--- config.mk ---
export PLATFORM = sky130hd
export DESIGN_NAME = cqwt_blend
export DESIGN_NICKNAME = d
export VERILOG_FILES = /design/src/rtl/cyclic_quintic_waypoint_trajectory_core_defines.svh /design/src/rtl/cqwt_pkg.sv /design/src/rtl/cqwt_div.sv /design/src/rtl/cqwt_blend.sv
export SDC_FILE = /design/constraint.sdc
export NUM_CORES = 2
export LEC_CHECK = 0
export ABC_AREA = 1
export BUFFER_PORTS_ARGS = -buffer_cell sky130_fd_sc_hd__buf_4
export CORE_ASPECT_RATIO = 0.6
export CORE_MARGIN = 3
export CORE_UTILIZATION = 50
export DETAILED_ROUTE_END_ITERATION = 8
export PLACE_DENSITY_LB_ADDON = 0.2
export SYNTH_ARGS = -nofsm -noshare
export SYNTH_HDL_FRONTEND = slang
export SYNTH_HIERARCHICAL = 1
export SYNTH_SLANG_ARGS = --single-unit
export TNS_END_PERCENT = 30
--- constraint.sdc ---
create_clock -name clk -period 8.9 [get_ports clk]
set_clock_uncertainty 0.05 [all_clocks]
set_input_delay 0.89 -clock clk [delete_from_list [all_inputs] [get_ports clk]]
set_output_delay 0.89 -clock clk [all_outputs]
set_load 0.03 [all_outputs]
--- src/rtl/cyclic_quintic_waypoint_trajectory_core_defines.svh ---
// Assertion macros for the waypoint trajectory core.
// Included by the top level; expects clk and arst_n in scope.
`ifndef CYCLIC_QUINTIC_WAYPOINT_TRAJECTORY_CORE_DEFINES_SVH
`define CYCLIC_QUINTIC_WAYPOINT_TRAJECTORY_CORE_DEFINES_SVH

`define CQWT_ASSERT_IMPL(label, ante, cons, msg) \
label: assert property (@(posedge clk) disable iff (!arst_n) (ante) |-> (cons)) else $error(msg);

`define CQWT_ASSERT_NEXT(label, ante, cons, msg) \
label: assert property (@(posedge clk) disable iff (!arst_n) (ante) |=> (cons)) else $error(msg);

`endif

--- src/rtl/cqwt_pkg.sv ---
// Shared types, codes, constants and saturation helpers for the trajectory core.
// No dependencies.
package cqwt_pkg;

	localparam int CQ_WAYPOINTS  = 16;
	localparam int CQ_TICK_BITS  = 16;

	localparam int HW   = 41;
	localparam int HMW  = 40;
	localparam int PW   = 73;
	localparam int NUMW = 57;

	localparam logic [1:0] OP_LOAD    = 2'd0;
	localparam logic [1:0] OP_TICK    = 2'd1;
	localparam logic [1:0] OP_RESTART = 2'd2;

	localparam logic REG_SEGMENT_TICKS  = 1'b0;
	localparam logic REG_WAYPOINT_COUNT = 1'b1;

	localparam logic [15:0] SEGMENT_TICKS_RST  = 16'd1000;
	localparam logic [4:0]  WAYPOINT_COUNT_RST = 5'd2;

	localparam logic signed [HW-1:0] K6   = 41'sd6;
	localparam logic signed [HW-1:0] K10  = 41'sd10;
	localparam logic signed [HW-1:0] K15  = 41'sd15;
	localparam logic signed [HW-1:0] K30  = 41'sd30;
	localparam logic signed [HW-1:0] K60  = 41'sd60;
	localparam logic signed [HW-1:0] K120 = 41'sd120;
	localparam logic signed [HW-1:0] K180 = 41'sd180;

	typedef struct packed {
		logic start;
		logic seg_end;
		logic cap_start;
		logic cap_target;
	} lane_ctl_t;

	typedef struct packed {
		logic [47:0] acc;
		logic [47:0] vel;
		logic [31:0] pos;
	} lane_res_t;

	function automatic logic [31:0] sat32(input logic signed [42:0] s);
		logic [31:0] r;
		if (s > 43'sd2147483647) begin
			r = 32'h7FFF_FFFF;
		end else if (s < -43'sd2147483648) begin
			r = 32'h8000_0000;
		end else begin
			r = s[31:0];
		end
		return r;
	endfunction

	function automatic logic [47:0] sat48(input logic neg, input logic [NUMW-1:0] q);
		logic [47:0] r;
		if (q >= 57'h0_8000_0000_0000) begin
			r = neg ? 48'h8000_0000_0000 : 48'h7FFF_FFFF_FFFF;
		end else begin
			r = neg ? (48'd0 - q[47:0]) : q[47:0];
		end
		return r;
	endfunction

endpackage

--- src/rtl/cqwt_div.sv ---
// Restoring unsigned divider, one quotient bit per cycle.
// Depends on nothing; used by cqwt_blend and cqwt_lane.
module cqwt_div #(
	parameter int NW = 57,
	parameter int DW = 32
) (
	input  logic          clk,
	input  logic          arst_n,
	input  logic          start,
	input  logic [NW-1:0] num,
	input  logic [DW-1:0] den,
	output logic [NW-1:0] quo,
	output logic          done
);

	localparam int CW = $clog2(NW + 1);

	logic          busy_q;
	logic          done_q;
	logic [CW-1:0] cnt_q;
	logic [DW-1:0] rem_q;
	logic [DW-1:0] den_q;
	logic [NW-1:0] sh_q;
	logic [DW:0]   trial;
	logic [DW:0]   diff;
	logic          geq;

	assign trial = {rem_q, sh_q[NW-1]};
	assign diff  = trial - {1'b0, den_q};
	assign geq   = trial >= {1'b0, den_q};

	always_ff @(posedge clk or negedge arst_n) begin
		if (!arst_n) begin
			busy_q <= 1'b0;
			done_q <= 1'b0;
			cnt_q  <= '0;
		end else begin
			done_q <= 1'b0;
			if (start) begin
				busy_q <= 1'b1;
				cnt_q  <= CW'(NW);
			end else if (busy_q) begin
				cnt_q <= cnt_q - 1'b1;
				if (cnt_q == CW'(1)) begin
					busy_q <= 1'b0;
					done_q <= 1'b1;
				end
			end
		end
	end

	always_ff @(posedge clk) begin
		if (start) begin
			sh_q  <= num;
			rem_q <= '0;
			den_q <= den;
		end else if (busy_q) begin
			rem_q <= geq ? diff[DW-1:0] : trial[DW-1:0];
			sh_q  <= {sh_q[NW-2:0], geq};
		end
	end

	assign quo  = sh_q;
	assign done = done_q;

endmodule

--- src/rtl/cqwt_blend.sv ---
// Blend polynomial unit: tau by division, powers by a shared multiplier, then
// the quintic coefficients of position, velocity and acceleration. Uses cqwt_pkg, cqwt_div.
module cqwt_blend #(
	parameter int TB = 16
) (
	input  logic                           clk,
	input  logic                           arst_n,
	input  logic                           start,
	input  logic [TB-1:0]                  t,
	input  logic [TB-1:0]                  t_len,
	output logic signed [cqwt_pkg::HW-1:0] hp,
	output logic signed [cqwt_pkg::HW-1:0] hv,
	output logic signed [cqwt_pkg::HW-1:0] ha,
	output logic                           done
);

	localparam logic [2:0] BL_IDLE = 3'd0;
	localparam logic [2:0] BL_DIV  = 3'd1;
	localparam logic [2:0] BL_MUL  = 3'd2;
	localparam logic [2:0] BL_ACC  = 3'd3;
	localparam logic [2:0] BL_COMB = 3'd4;

	localparam logic signed [cqwt_pkg::HW-1:0] K6   = cqwt_pkg::K6;
	localparam logic signed [cqwt_pkg::HW-1:0] K10  = cqwt_pkg::K10;
	localparam logic signed [cqwt_pkg::HW-1:0] K15  = cqwt_pkg::K15;
	localparam logic signed [cqwt_pkg::HW-1:0] K30  = cqwt_pkg::K30;
	localparam logic signed [cqwt_pkg::HW-1:0] K60  = cqwt_pkg::K60;
	localparam logic signed [cqwt_pkg::HW-1:0] K120 = cqwt_pkg::K120;
	localparam logic signed [cqwt_pkg::HW-1:0] K180 = cqwt_pkg::K180;

	logic [2:0]     state_q;
	logic [1:0]     k_q;
	logic           done_q;
	logic [31:0]    tau_q, cur_q, p2_q, p3_q, p4_q, p5_q;
	logic [63:0]    prod_s1;
	logic [TB+31:0] quo;
	logic           div_done;
	logic signed [cqwt_pkg::HW-1:0] hp_q, hv_q, ha_q;
	logic signed [cqwt_pkg::HW-1:0] s1, s2, s3, s4, s5;

	cqwt_div #(.NW(TB + 32), .DW(TB)) u_div (
		.clk    (clk),
		.arst_n (arst_n),
		.start  (start),
		.num    ({t, 32'd0}),
		.den    (t_len),
		.quo    (quo),
		.done   (div_done)
	);

	assign s1 = $signed({9'd0, tau_q});
	assign s2 = $signed({9'd0, p2_q});
	assign s3 = $signed({9'd0, p3_q});
	assign s4 = $signed({9'd0, p4_q});
	assign s5 = $signed({9'd0, p5_q});

	always_ff @(posedge clk or negedge arst_n) begin
		if (!arst_n) begin
			state_q <= BL_IDLE;
			k_q     <= '0;
			done_q  <= 1'b0;
		end else begin
			done_q <= 1'b0;
			case (state_q)
				BL_IDLE: begin
					if (start) state_q <= BL_DIV;
				end
				BL_DIV: begin
					if (div_done) begin
						k_q     <= '0;
						state_q <= BL_MUL;
					end
				end
				BL_MUL: state_q <= BL_ACC;
				BL_ACC: begin
					k_q     <= k_q + 1'b1;
					state_q <= (k_q == 2'd3) ? BL_COMB : BL_MUL;
				end
				BL_COMB: begin
					done_q  <= 1'b1;
					state_q <= BL_IDLE;
				end
				default: state_q <= BL_IDLE;
			endcase
		end
	end

	always_ff @(posedge clk) begin
		case (state_q)
			BL_DIV: begin
				tau_q <= quo[31:0];
				cur_q <= quo[31:0];
			end
			BL_MUL: prod_s1 <= {32'd0, cur_q} * {32'd0, tau_q};
			BL_ACC: begin
				cur_q <= prod_s1[63:32];
				case (k_q)
					2'd0:    p2_q <= prod_s1[63:32];
					2'd1:    p3_q <= prod_s1[63:32];
					2'd2:    p4_q <= prod_s1[63:32];
					default: p5_q <= prod_s1[63:32];
				endcase
			end
			BL_COMB: begin
				hp_q <= K6 * s5 - K15 * s4 + K10 * s3;
				hv_q <= K30 * s4 - K60 * s3 + K30 * s2;
				ha_q <= K120 * s3 - K180 * s2 + K60 * s1;
			end
			default: ;
		endcase
	end

	assign hp   = hp_q;
	assign hv   = hv_q;
	assign ha   = ha_q;
	assign done = done_q;

endmodule

==> summary.txt <==
Setup path
  • CP Cell Sequence: buf_4, nand2_1, inv_1, fa_1, inv_1, fa_1, fa_1, fa_1, fa_1, fa_1, fa_1, inv_1, ha_1, ha_1, a21oi_1, inv_1, a31oi_1, o221a_2, nand3_1, a21oi_1, xnor2_1
  • Critical path required time: 9.20 ns
  • Arr. time, crit path: 8.60 ns
  • Worst setup SP type: flop
  • CP Max Fanout: 18
  • Slowest-stage cell, CP: edfxtp_1
  • Reg2reg start: tau_q[27]
  • Worst R2R Path Depth: 21
  • WS Path Type: flop to flop
  • Largest stage delay on the critical path: 1.17 ns
  • Worst Setup End Kind: flop
  • Worst path most repeated cell: fa_1
  • Worst R2R End: prod_s1[54]
  • R2r setup slk: 0.60 ns

Floorplan
  • Io pins: 159
  • Rows: 114
  • Die Height: 319 um
  • Total core area: 161000 um^2
  • Die width: 527 um
  • Initial Utilization: 0.505
  • Die ar.: 168000 um^2

CTS
  • Resize count post-CTS: 0
  • CTS Buffer Depth: 3
  • Cts bufs inserted: 48
  • Clk root buf: clkbuf_16
  • CTS H-Tree Depth: 2
  • Skew-Pair Late Insertion Delay: 0.67 ns
  • Post-CTS setup repair buffer count: 0
  • Cts hold-fix bufs: 0
  • CTS tree: built
  • Clk pin slew, worst setup/hold paths: 0.07 ns
  • Clock Sink Count: 434

Yosys
  • Post-synth EDFFs: 404
  • Post-Syn Area per Cell: 8.29 um^2
  • Count of cell types in the netlist: 69
  • Post-Syn Area: 81500 um^2
  • Cells after synthesis: 9830
  • Ys async rst share: 0.0323
  • Synthesis Warnings: 6
  • Synth Register Bits: 434
  • Sequential cell area fraction in the yosys report: 0.157
  • Main flop type after synthesis: edfxtp_1

Global route
  • Largest net degree at the start of global routing: 80
  • Global-route wire length before repair: 399000 um
  • GRT Overall Usage: 0.311
  • Initial antenna violation count: 10
  • Vias in the first global route: 65800
  • Grt total ovfl: 0

Route
  • Routed len/inst: 21.3 um
  • Vias per cell: 5.40
  • ANT nets after route: 0
  • Post-route DRC: 0
  • Vias: 65800
  • Drt first pass iters: 7
  • Detailed-route wire length: 259000 um
  • Initial drt markers: 6854

Placement
  • GP Congestion: 1.00
  • Worst slack at placement: 0.832 ns
  • Detail Placement HPWL: 220000 um
  • Area after DPL: 85900 um^2
  • Number of port buffers: 155

Timing
  • Final Critical Period: 8.30 ns
  • Worst slew margin: 0.0940
  • Slew @ Worst Pin: 1.36 ns
  • FMAX: 120 MHz
  • Final worst-path cycle share: 0.933
  • PnR worst setup slack: 0.597 ns
  • Setup TNS: 0 ns
  • RSZ-0062 raised after global routing: no
  • Final slew viol count: 0
  • Setup-failing EPs final: 0
  • Fin. Hold Viols: 0

Run status
  • Status: finished, final reports clean

Layout
  • Commonest non-fill, non-tap cell in the layout: inv_1
  • Most frequent cells in the layout: 2338 x inv_1, 2295 x nand2_1, 1297 x fa_1, 801 x ha_1, 556 x a21oi_1
  • Layout cells sized above 1: 0.0527
  • Final Util: 0.543
  • Layout Area Growth over Synthesis: 7.53%
  • Fin area: 87600 um^2
  • Fin nets: 12100

Worst hold path
  • Worst Hold Class: input port to async pin

Flow run
  • Maxcap violations: 0
==> flip-flops by register name, indices dropped and copies added, names as in the netlist, 32 cells and up <==
register and flops:
hp 38, ha 39, cur_q 32, hv 39, p5_q 32, p2_q 32, prod_s1 32, p3_q 32
tau_q 32, u_div/quo 48, p4_q 32
==> through the flow <==
| step | cells | hold slack [ns] |
|---|---|---|
| CTS | 12200 | 0.0246 |
| detailed placement | 12100 | 0.409 |
| floorplan | 9864 | 0.393 |
| global route | 12200 | 0.0379 |
| global placement | 12100 | 0.409 |
| finish | 12200 | 0.0615 |
==> how the worst max path moves through the flow <==
stage | start | to | slack, ns | cells past startpoint
2_1_floorplan | tau_q[8] | prod_s1[60] | 1.86 | 27
3_3_place_gp | tau_q[29] | prod_s1[62] | 0.75 | 21
3_5_place_dp | cur_q[6] | prod_s1[55] | 0.83 | 25
4_1_cts | cur_q[6] | prod_s1[55] | 0.76 | 25
5_1_grt | cur_q[6] | prod_s1[55] | 0.28 | 25
6_report | tau_q[27] | prod_s1[54] | 0.60 | 21
==> synth_stat cells, drive strengths merged (15+ instances only) <==
cell	instances	area [um^2]
ha	801	10000
xnor2	163	1430
a211oi	15	113
nor2	475	1860
clkbuf	211	792
inv	2360	8860
fa	1297	26000
a21boi	27	218
o211ai	15	113
nand2	2334	8890
nand3	194	1050
nand4	54	344
edfxtp	404	12100
o21ai	271	1370
o21a	54	405
a21oi	565	2870
o21bai	27	206
xor2	254	2220
nor3	52	280
nor4	20	125
dfxtp	16	320
a31oi	65	407
a21o	42	315
==> layer usage <==
| layer | routed length, um | part of all wire | GRT usage | up-vias |
|---|---|---|---|---|
| met5 | 14 | 0.000054 | 0 | - |
| met4 | 4160 | 0.016 | 0.0452 | 4 |
| met2 | 94900 | 0.37 | 0.398 | 3052 |
| met3 | 33400 | 0.13 | 0.0915 | 240 |
| met1 | 127000 | 0.49 | 0.513 | 32100 |
| li1 | - | - | - | 30400 |
==> worst max-delay path: cells and delay by family, from the launching register on <==
kind / cells / cell delay (ns)
simple gates: 2 / 0.31
fa+ha+maj: 9 / 4.03
xor+xnor: 1 / 0.10
compound gates: 4 / 1.36
buf+inv: 5 / 0.93
flops: 1 / 1.17
==> kinds of logic after synthesis <==
group,after synthesis,synth area share
flip-flops,434,0.157
other,1,0.0000460
buffers and inverters,2588,0.120
AND/OR/NAND/NOR,3150,0.156
adder cells (fa/ha/maj),2098,0.442
AO/OA/AOI/OAI,1142,0.0803
XOR/XNOR,417,0.0448
==> layout make-up <==
| class | count | area [um^2] |
|---|---|---|
| Antenna cell | 1 | 2.50 |
| Clock buffer | 57 | 1230 |
| Clock inverter | 31 | 384 |
| Fill cell | 15200 | 73900 |
| Inverter | 2364 | 8870 |
| Multi-Input combinational cell | 6842 | 59100 |
| Sequential cell | 434 | 12800 |
| Tap cell | 2146 | 2690 |
| Timing Repair Buffer | 316 | 2560 |
Power is left out: the tool's default activity adds up to more than one toggle a clock period on the data nets, which glitch-free logic cannot reach.
