===== src/rtl/cyclic_quintic_waypoint_trajectory_core_defines.svh =====
// Assertion macros for the waypoint trajectory core.
// Included by the top level; expects clk and arst_n in scope.
`ifndef CYCLIC_QUINTIC_WAYPOINT_TRAJECTORY_CORE_DEFINES_SVH
`define CYCLIC_QUINTIC_WAYPOINT_TRAJECTORY_CORE_DEFINES_SVH

`define CQWT_ASSERT_IMPL(label, ante, cons, msg) \
label: assert property (@(posedge clk) disable iff (!arst_n) (ante) |-> (cons)) else $error(msg);

`define CQWT_ASSERT_NEXT(label, ante, cons, msg) \
label: assert property (@(posedge clk) disable iff (!arst_n) (ante) |=> (cons)) else $error(msg);

`endif


===== src/rtl/cqwt_pkg.sv =====
// Shared types, codes, constants and saturation helpers for the trajectory core.
// No dependencies.
package cqwt_pkg;

	localparam int CQ_WAYPOINTS  = 16;
	localparam int CQ_TICK_BITS  = 16;

	localparam int HW   = 41;
	localparam int HMW  = 40;
	localparam int PW   = 73;
	localparam int NUMW = 57;

	localparam logic [1:0] OP_LOAD    = 2'd0;
	localparam logic [1:0] OP_TICK    = 2'd1;
	localparam logic [1:0] OP_RESTART = 2'd2;

	localparam logic REG_SEGMENT_TICKS  = 1'b0;
	localparam logic REG_WAYPOINT_COUNT = 1'b1;

	localparam logic [15:0] SEGMENT_TICKS_RST  = 16'd1000;
	localparam logic [4:0]  WAYPOINT_COUNT_RST = 5'd2;

	localparam logic signed [HW-1:0] K6   = 41'sd6;
	localparam logic signed [HW-1:0] K10  = 41'sd10;
	localparam logic signed [HW-1:0] K15  = 41'sd15;
	localparam logic signed [HW-1:0] K30  = 41'sd30;
	localparam logic signed [HW-1:0] K60  = 41'sd60;
	localparam logic signed [HW-1:0] K120 = 41'sd120;
	localparam logic signed [HW-1:0] K180 = 41'sd180;

	typedef struct packed {
		logic start;
		logic seg_end;
		logic cap_start;
		logic cap_target;
	} lane_ctl_t;

	typedef struct packed {
		logic [47:0] acc;
		logic [47:0] vel;
		logic [31:0] pos;
	} lane_res_t;

	function automatic logic [31:0] sat32(input logic signed [42:0] s);
		logic [31:0] r;
		if (s > 43'sd2147483647) begin
			r = 32'h7FFF_FFFF;
		end else if (s < -43'sd2147483648) begin
			r = 32'h8000_0000;
		end else begin
			r = s[31:0];
		end
		return r;
	endfunction

	function automatic logic [47:0] sat48(input logic neg, input logic [NUMW-1:0] q);
		logic [47:0] r;
		if (q >= 57'h0_8000_0000_0000) begin
			r = neg ? 48'h8000_0000_0000 : 48'h7FFF_FFFF_FFFF;
		end else begin
			r = neg ? (48'd0 - q[47:0]) : q[47:0];
		end
		return r;
	endfunction

endpackage


===== src/rtl/cqwt_div.sv =====
// Restoring unsigned divider, one quotient bit per cycle.
// Depends on nothing; used by cqwt_blend and cqwt_lane.
module cqwt_div #(
	parameter int NW = 57,
	parameter int DW = 32
) (
	input  logic          clk,
	input  logic          arst_n,
	input  logic          start,
	input  logic [NW-1:0] num,
	input  logic [DW-1:0] den,
	output logic [NW-1:0] quo,
	output logic          done
);

	localparam int CW = $clog2(NW + 1);

	logic          busy_q;
	logic          done_q;
	logic [CW-1:0] cnt_q;
	logic [DW-1:0] rem_q;
	logic [DW-1:0] den_q;
	logic [NW-1:0] sh_q;
	logic [DW:0]   trial;
	logic [DW:0]   diff;
	logic          geq;

	assign trial = {rem_q, sh_q[NW-1]};
	assign diff  = trial - {1'b0, den_q};
	assign geq   = trial >= {1'b0, den_q};

	always_ff @(posedge clk or negedge arst_n) begin
		if (!arst_n) begin
			busy_q <= 1'b0;
			done_q <= 1'b0;
			cnt_q  <= '0;
		end else begin
			done_q <= 1'b0;
			if (start) begin
				busy_q <= 1'b1;
				cnt_q  <= CW'(NW);
			end else if (busy_q) begin
				cnt_q <= cnt_q - 1'b1;
				if (cnt_q == CW'(1)) begin
					busy_q <= 1'b0;
					done_q <= 1'b1;
				end
			end
		end
	end

	always_ff @(posedge clk) begin
		if (start) begin
			sh_q  <= num;
			rem_q <= '0;
			den_q <= den;
		end else if (busy_q) begin
			rem_q <= geq ? diff[DW-1:0] : trial[DW-1:0];
			sh_q  <= {sh_q[NW-2:0], geq};
		end
	end

	assign quo  = sh_q;
	assign done = done_q;

endmodule


===== src/rtl/cqwt_lane.sv =====
// One axis lane: waypoint memory, split multiplier for the three blend
// products, velocity and acceleration dividers, saturation. Uses cqwt_pkg, cqwt_div.
module cqwt_lane #(
	parameter int WAYPOINTS = 16,
	parameter int TB        = 16,
	parameter int AW        = 4
) (
	input  logic                           clk,
	input  logic                           arst_n,
	input  logic                           wr_en,
	input  logic [AW-1:0]                  wr_addr,
	input  logic [31:0]                    wr_data,
	input  logic [AW-1:0]                  rd_addr,
	input  cqwt_pkg::lane_ctl_t            ctl,
	input  logic signed [cqwt_pkg::HW-1:0] hp,
	input  logic signed [cqwt_pkg::HW-1:0] hv,
	input  logic signed [cqwt_pkg::HW-1:0] ha,
	input  logic [TB-1:0]                  t_len,
	input  logic [2*TB-1:0]                t_sq,
	output cqwt_pkg::lane_res_t            res,
	output logic                           done
);

	localparam logic [2:0] LN_IDLE = 3'd0;
	localparam logic [2:0] LN_MUL  = 3'd1;
	localparam logic [2:0] LN_ADD  = 3'd2;
	localparam logic [2:0] LN_DIV  = 3'd3;
	localparam logic [2:0] LN_FIN  = 3'd4;
	localparam int PW   = cqwt_pkg::PW;
	localparam int HMW  = cqwt_pkg::HMW;
	localparam int NUMW = cqwt_pkg::NUMW;
	localparam int HW_L = cqwt_pkg::HW;

	logic [31:0] mem [WAYPOINTS];
	logic [31:0] rd_q, qs_q, qf_q;

	logic [2:0]     state_q;
	logic [2:0]     step_q;
	logic           done_q;
	logic           div_go_q;
	logic           dn_q;
	logic [32:0]    dm_q;
	logic [HMW-1:0] hpm_q, hvm_q, ham_q;
	logic           hpn_q, hvn_q, han_q;
	logic [52:0]    pp_s1;
	logic [PW-1:0]  acc_q, prp_q, prv_q, pra_q;
	cqwt_pkg::lane_res_t res_q;

	logic signed [32:0] d;
	logic [32:0]        dmag;
	logic [HW_L-1:0]    hpm, hvm, ham;
	logic [HMW-1:0]     hsel_full;
	logic [19:0]        hsel;
	logic [PW-1:0]      psum;
	logic [NUMW-1:0]    qv, qa;
	logic               dv_done, da_done;
	logic [40:0]        m41, mc;
	logic signed [42:0] psum_pos;

	always_ff @(posedge clk) begin
		if (wr_en) mem[wr_addr] <= wr_data;
		rd_q <= mem[rd_addr];
	end

	assign d    = $signed({qf_q[31], qf_q}) - $signed({qs_q[31], qs_q});
	assign dmag = d[32] ? (33'd0 - d) : d;
	assign hpm  = hp[HW_L-1] ? (HW_L'(0) - hp) : hp;
	assign hvm  = hv[HW_L-1] ? (HW_L'(0) - hv) : hv;
	assign ham  = ha[HW_L-1] ? (HW_L'(0) - ha) : ha;

	always_comb begin
		case (step_q[2:1])
			2'd0:    hsel_full = hpm_q;
			2'd1:    hsel_full = hvm_q;
			default: hsel_full = ham_q;
		endcase
		hsel = step_q[0] ? hsel_full[39:20] : hsel_full[19:0];
	end

	assign psum = acc_q + (PW'(pp_s1) << 20);

	cqwt_div #(.NW(NUMW), .DW(2 * TB)) u_div_v (
		.clk    (clk),
		.arst_n (arst_n),
		.start  (div_go_q),
		.num    (prv_q[PW-1:16]),
		.den    ({{TB{1'b0}}, t_len}),
		.quo    (qv),
		.done   (dv_done)
	);

	cqwt_div #(.NW(NUMW), .DW(2 * TB)) u_div_a (
		.clk    (clk),
		.arst_n (arst_n),
		.start  (div_go_q),
		.num    (pra_q[PW-1:16]),
		.den    (t_sq),
		.quo    (qa),
		.done   (da_done)
	);

	assign m41      = prp_q[PW-1:32];
	assign mc       = (m41 > 41'h100_0000_0000) ? 41'h100_0000_0000 : m41;
	assign psum_pos = (dn_q != hpn_q) ?
		($signed({{11{qs_q[31]}}, qs_q}) - $signed({2'b00, mc})) :
		($signed({{11{qs_q[31]}}, qs_q}) + $signed({2'b00, mc}));

	always_ff @(posedge clk or negedge arst_n) begin
		if (!arst_n) begin
			state_q  <= LN_IDLE;
			step_q   <= '0;
			done_q   <= 1'b0;
			div_go_q <= 1'b0;
		end else begin
			done_q   <= 1'b0;
			div_go_q <= 1'b0;
			case (state_q)
				LN_IDLE: begin
					if (ctl.start) begin
						if (ctl.seg_end) begin
							done_q <= 1'b1;
						end else begin
							step_q  <= '0;
							state_q <= LN_MUL;
						end
					end
				end
				LN_MUL: state_q <= LN_ADD;
				LN_ADD: begin
					if (step_q == 3'd5) begin
						div_go_q <= 1'b1;
						state_q  <= LN_DIV;
					end else begin
						step_q  <= step_q + 1'b1;
						state_q <= LN_MUL;
					end
				end
				LN_DIV: begin
					if (dv_done && da_done) state_q <= LN_FIN;
				end
				LN_FIN: begin
					done_q  <= 1'b1;
					state_q <= LN_IDLE;
				end
				default: state_q <= LN_IDLE;
			endcase
		end
	end

	always_ff @(posedge clk) begin
		if (ctl.cap_start) qs_q <= rd_q;
		if (ctl.cap_target) qf_q <= rd_q;
		case (state_q)
			LN_IDLE: begin
				if (ctl.start) begin
					dn_q  <= d[32];
					dm_q  <= dmag;
					hpm_q <= hpm[HMW-1:0];
					hvm_q <= hvm[HMW-1:0];
					ham_q <= ham[HMW-1:0];
					hpn_q <= hp[HW_L-1];
					hvn_q <= hv[HW_L-1];
					han_q <= ha[HW_L-1];
					if (ctl.seg_end) begin
						res_q.pos <= qf_q;
						res_q.vel <= '0;
						res_q.acc <= '0;
					end
				end
			end
			LN_MUL: pp_s1 <= {20'd0, dm_q} * {33'd0, hsel};
			LN_ADD: begin
				if (!step_q[0]) begin
					acc_q <= PW'(pp_s1);
				end else begin
					case (step_q[2:1])
						2'd0:    prp_q <= psum;
						2'd1:    prv_q <= psum;
						default: pra_q <= psum;
					endcase
				end
			end
			LN_FIN: begin
				res_q.pos <= cqwt_pkg::sat32(psum_pos);
				res_q.vel <= cqwt_pkg::sat48(dn_q != hvn_q, qv);
				res_q.acc <= cqwt_pkg::sat48(dn_q != han_q, qa);
			end
			default: ;
		endcase
	end

	assign res  = res_q;
	assign done = done_q;

endmodule


===== config.mk =====
export PLATFORM = sky130hd
export DESIGN_NAME = cqwt_lane
export DESIGN_NICKNAME = d
export VERILOG_FILES = /design/src/rtl/cyclic_quintic_waypoint_trajectory_core_defines.svh /design/src/rtl/cqwt_pkg.sv /design/src/rtl/cqwt_div.sv /design/src/rtl/cqwt_lane.sv
export SDC_FILE = /design/constraint.sdc
export NUM_CORES = 2
export LEC_CHECK = 0
export BUFFER_PORTS_ARGS = -buffer_cell sky130_fd_sc_hd__buf_2
export CORE_MARGIN = 1
export CORE_UTILIZATION = 40
export DETAILED_ROUTE_END_ITERATION = 16
export PLACE_DENSITY = 0.54
export RECOVER_POWER = 25
export SLEW_MARGIN = 15
export SYNTH_ARGS = -nofsm -noshare
export SYNTH_HDL_FRONTEND = slang
export SYNTH_HIERARCHICAL = 1
export SYNTH_SLANG_ARGS = --single-unit

===== constraint.sdc =====
create_clock -name clk -period 11.5 [get_ports clk]
set_input_delay 1.15 -clock clk [delete_from_list [all_inputs] [get_ports clk]]
set_output_delay 1.15 -clock clk [all_outputs]
set_load 0.05 [all_outputs]

==> reports/metrics.csv <==
metric,value,unit
WL met1,112,mm
vias in the first global route,58200,
Skew-Pair Late Insertion Delay,0.82,ns
total core area,218000,um2
Post-CTS Hold Buffers,0,
failing checks,"max-capacitance violations, max-slew violations",
ys flop type,edfxtp_1,
count of cell types in the netlist,91,
Hold WC Path Type,flop to flop,
Die Area,222000,um2
crit-path max cell delay,0.92,ns
CP Class,flop to flop,
"commonest non-fill, non-tap cells in the layout","1,284 x edfxtp_1, 758 x inv_1, 655 x nand2_1",
Clock Tree Root,clkbuf_16,
Routed WL,244,mm
DR WL/cell,22.8,um
final hold violation count,0,
clock skew,0.0584,ns
row count,171,
run status,finished with violations,
fmax,100,MHz
Crit path max-delay family,adder cells,
clock period minus worst slack,9.99,ns
critical path capture point type,flop,
first-pass iteration count of the detailed router,6,
Async SR Flop Fraction,1.71,%
"EDFF count, synth",1284,
initial antenna violation count,18,
io pins,347,
total number of yosys warnings,6,
crit-path max FO,36,
CTS tree,built,
# fillers,19900,
drt drc,0,
Yosys top cell by area,edfxtp_1,
DIE HEIGHT,471,um
Chip Width,471,um
period utilization,86.9,%
Total GRT Usage,21.7,%
"top cells by area, synth","edfxtp_1 44%, fa_1 13%, ha_1 4.9%, mux4_2 4.6%, inv_1 3.2%",
sequential area share after synthesis,46.6,%
WP data required,12.04,ns
data arrival time of the worst path,10.54,ns
starting density of the core,40.4,%
Met3 Wirelength,14.6,mm
Routability Congestion,0.898,
synthesized flop and latch total,1404,
"commonest non-fill, non-tap cell in the layout",edfxtp_1,
Syn-to-layout area delta,12.0,%
RSZ-0062 raised after global routing,false,
CTS Buf Count,157,
mapped cell area,88100,um2
DR vias/cell,5.48,
htree depth,4,
syn_area_per_cell,11.9,um2
layout cells sized above 1,13.6,%
"non-filler cells, final",10700,
startpoint types,flop,
Synth Instances,7400,
post_cts resized,0,
Worst slew margin,-41.3,%
placed insts,10400,
Final #Nets,8805,
via count,58500,
largest net degree at the start of global routing,136,
fin util,45.2,%
Finish-stage setup viols,0,
Sum Neg Setup Slack,0,ns
CP bufs+invs,5,
# Max-Cap Violations,5,
highest metal used,met5,
detailed router's first-iteration violation count,5025,
clock transition time at the flip-flop clock pins of the worst setup and hold paths,0.06,ns
dpl ws,1.45,ns
CTS max path bufs,3,
slowest cell on the critical path,dfrtp_2,
postcts setup bufs,0,
gr ovfl total,0,
first-pass GRT wire length,365,mm
area share of the leading cell type in the synthesized netlist,43.8,%
WL met2,111,mm
DPL Wire Length,172,mm
cell mode on critical path,fa_1,
PortBufs,346,
CTS sink cnt,1404,
fin worst setup slack,1.51,ns
Routed Antenna Nets,0,
Worst Max-Slew Pin Slew,2.12,ns
final slew viol count,184,
[logic make-up (layout without fill, tap and decap cells)]
family | count (synthesis) | after routing | synth area share [%]
compound gates | 1236 | 1236 | 8.97
xor+xnor | 399 | 399 | 3.97
mux | 369 | 369 | 6.97
simple gates | 1985 | 1985 | 11.1
other cells | 1 | 22 | 0.00426
flops | 1404 | 1404 | 46.6
fa+ha+maj | 906 | 906 | 17.6
buf+inv | 1100 | 1502 | 4.74
[per-stage QoR]
step | cell area [um2] | hold WS, ns
after global routing | 98600 | 0.430
final | 98600 | 0.427
after CTS | 98600 | 0.421
after floorplan | 88100 | 0.404
after global placement | 93200 | 0.409
after detailed placement | 93200 | 0.415
[per-layer routing]
metal,vias up,global-route usage [%]
met5,-,0
met3,331,3.57
met1,29500,30.9
met4,16,6.32
met2,1840,33.9
li1,26800,-
[synthesized netlist by cell type, types with 11 or more instances]
| master | count |
|---|---|
| a211o_1 | 14 |
| dfxtp_1 | 96 |
| o31ai_1 | 54 |
| nor2b_1 | 28 |
| nand3b_1 | 15 |
| a211oi_1 | 71 |
| fa_1 | 559 |
| a311oi_1 | 14 |
| edfxtp_1 | 1284 |
| nand2b_1 | 66 |
| mux4_2 | 180 |
| dfrtp_1 | 24 |
| o21bai_1 | 35 |
| nor2_1 | 416 |
| a21oi_1 | 332 |
| a31oi_1 | 57 |
| buf_1 | 18 |
| a221oi_1 | 39 |
| or2_2 | 17 |
| and2_1 | 324 |
| o41ai_1 | 26 |
| mux2i_1 | 35 |
| nand4_1 | 39 |
| ha_1 | 347 |
| xnor2_1 | 295 |
| and4_1 | 11 |
| nand2_1 | 656 |
| a21o_1 | 106 |
| clkbuf_1 | 309 |
| and3_1 | 37 |
| o21a_1 | 35 |
| o21ai_0 | 311 |
| or3_1 | 55 |
| inv_1 | 760 |
| nor3_1 | 101 |
| mux2_2 | 154 |
| o211ai_1 | 26 |
| or4_1 | 47 |
| a21boi_0 | 12 |
| nor4_1 | 45 |
| xor2_1 | 104 |
| nand3_1 | 80 |
[layout make-up]
class,instances,area [um2],area share (%)
Antenna cell,6,15.0,0.0152
Clock buffer,198,4160,4.22
Tap cell,2854,3570,3.62
Sequential cell,1404,41100,41.7
Clock inverter,97,1300,1.31
Timing Repair Buffer,447,2470,2.51
Multi-Input combinational cell,4911,43100,43.8
Inverter,760,2850,2.89
[sequential cells by signal, indices dropped and copies added (netlist names), 6 cells and up]
name and flops:
acc_q 37, dm_q 33, ham_q 40, hpm_q 40, hvm_q 40, mem 512
pp_s1 53, pra_q 57, prp_q 41, prv_q 57, qf_q 32, qs_q 32
rd_q 32, res 128, u_div_a/cnt_q 6, u_div_a/den_q 32, u_div_a/quo 57, u_div_a/rem_q 32
u_div_v/cnt_q 6, u_div_v/den_q 32, u_div_v/quo 57, u_div_v/rem_q 32
[final timing paths]
path / from / endpoint / slack [ns] / depth (start not counted)
worst min register to register: rd_q[21] / qf_q[21] / 0.43 / 0
max in group asynchronous: arst_n / div_go_q / 9.03 / 1
min in group asynchronous: arst_n / u_div_a/cnt_q[0] / 0.97 / 1
worst max register to register: step_q[1] / pp_s1[49] / 1.51 / 26
worst max-delay path: step_q[1] / pp_s1[49] / 1.51 / 26
worst min-delay path: rd_q[21] / qf_q[21] / 0.43 / 0
Power is not shown: default switching activity piles up to over one toggle a cycle in this logic, so the estimate is an artifact.
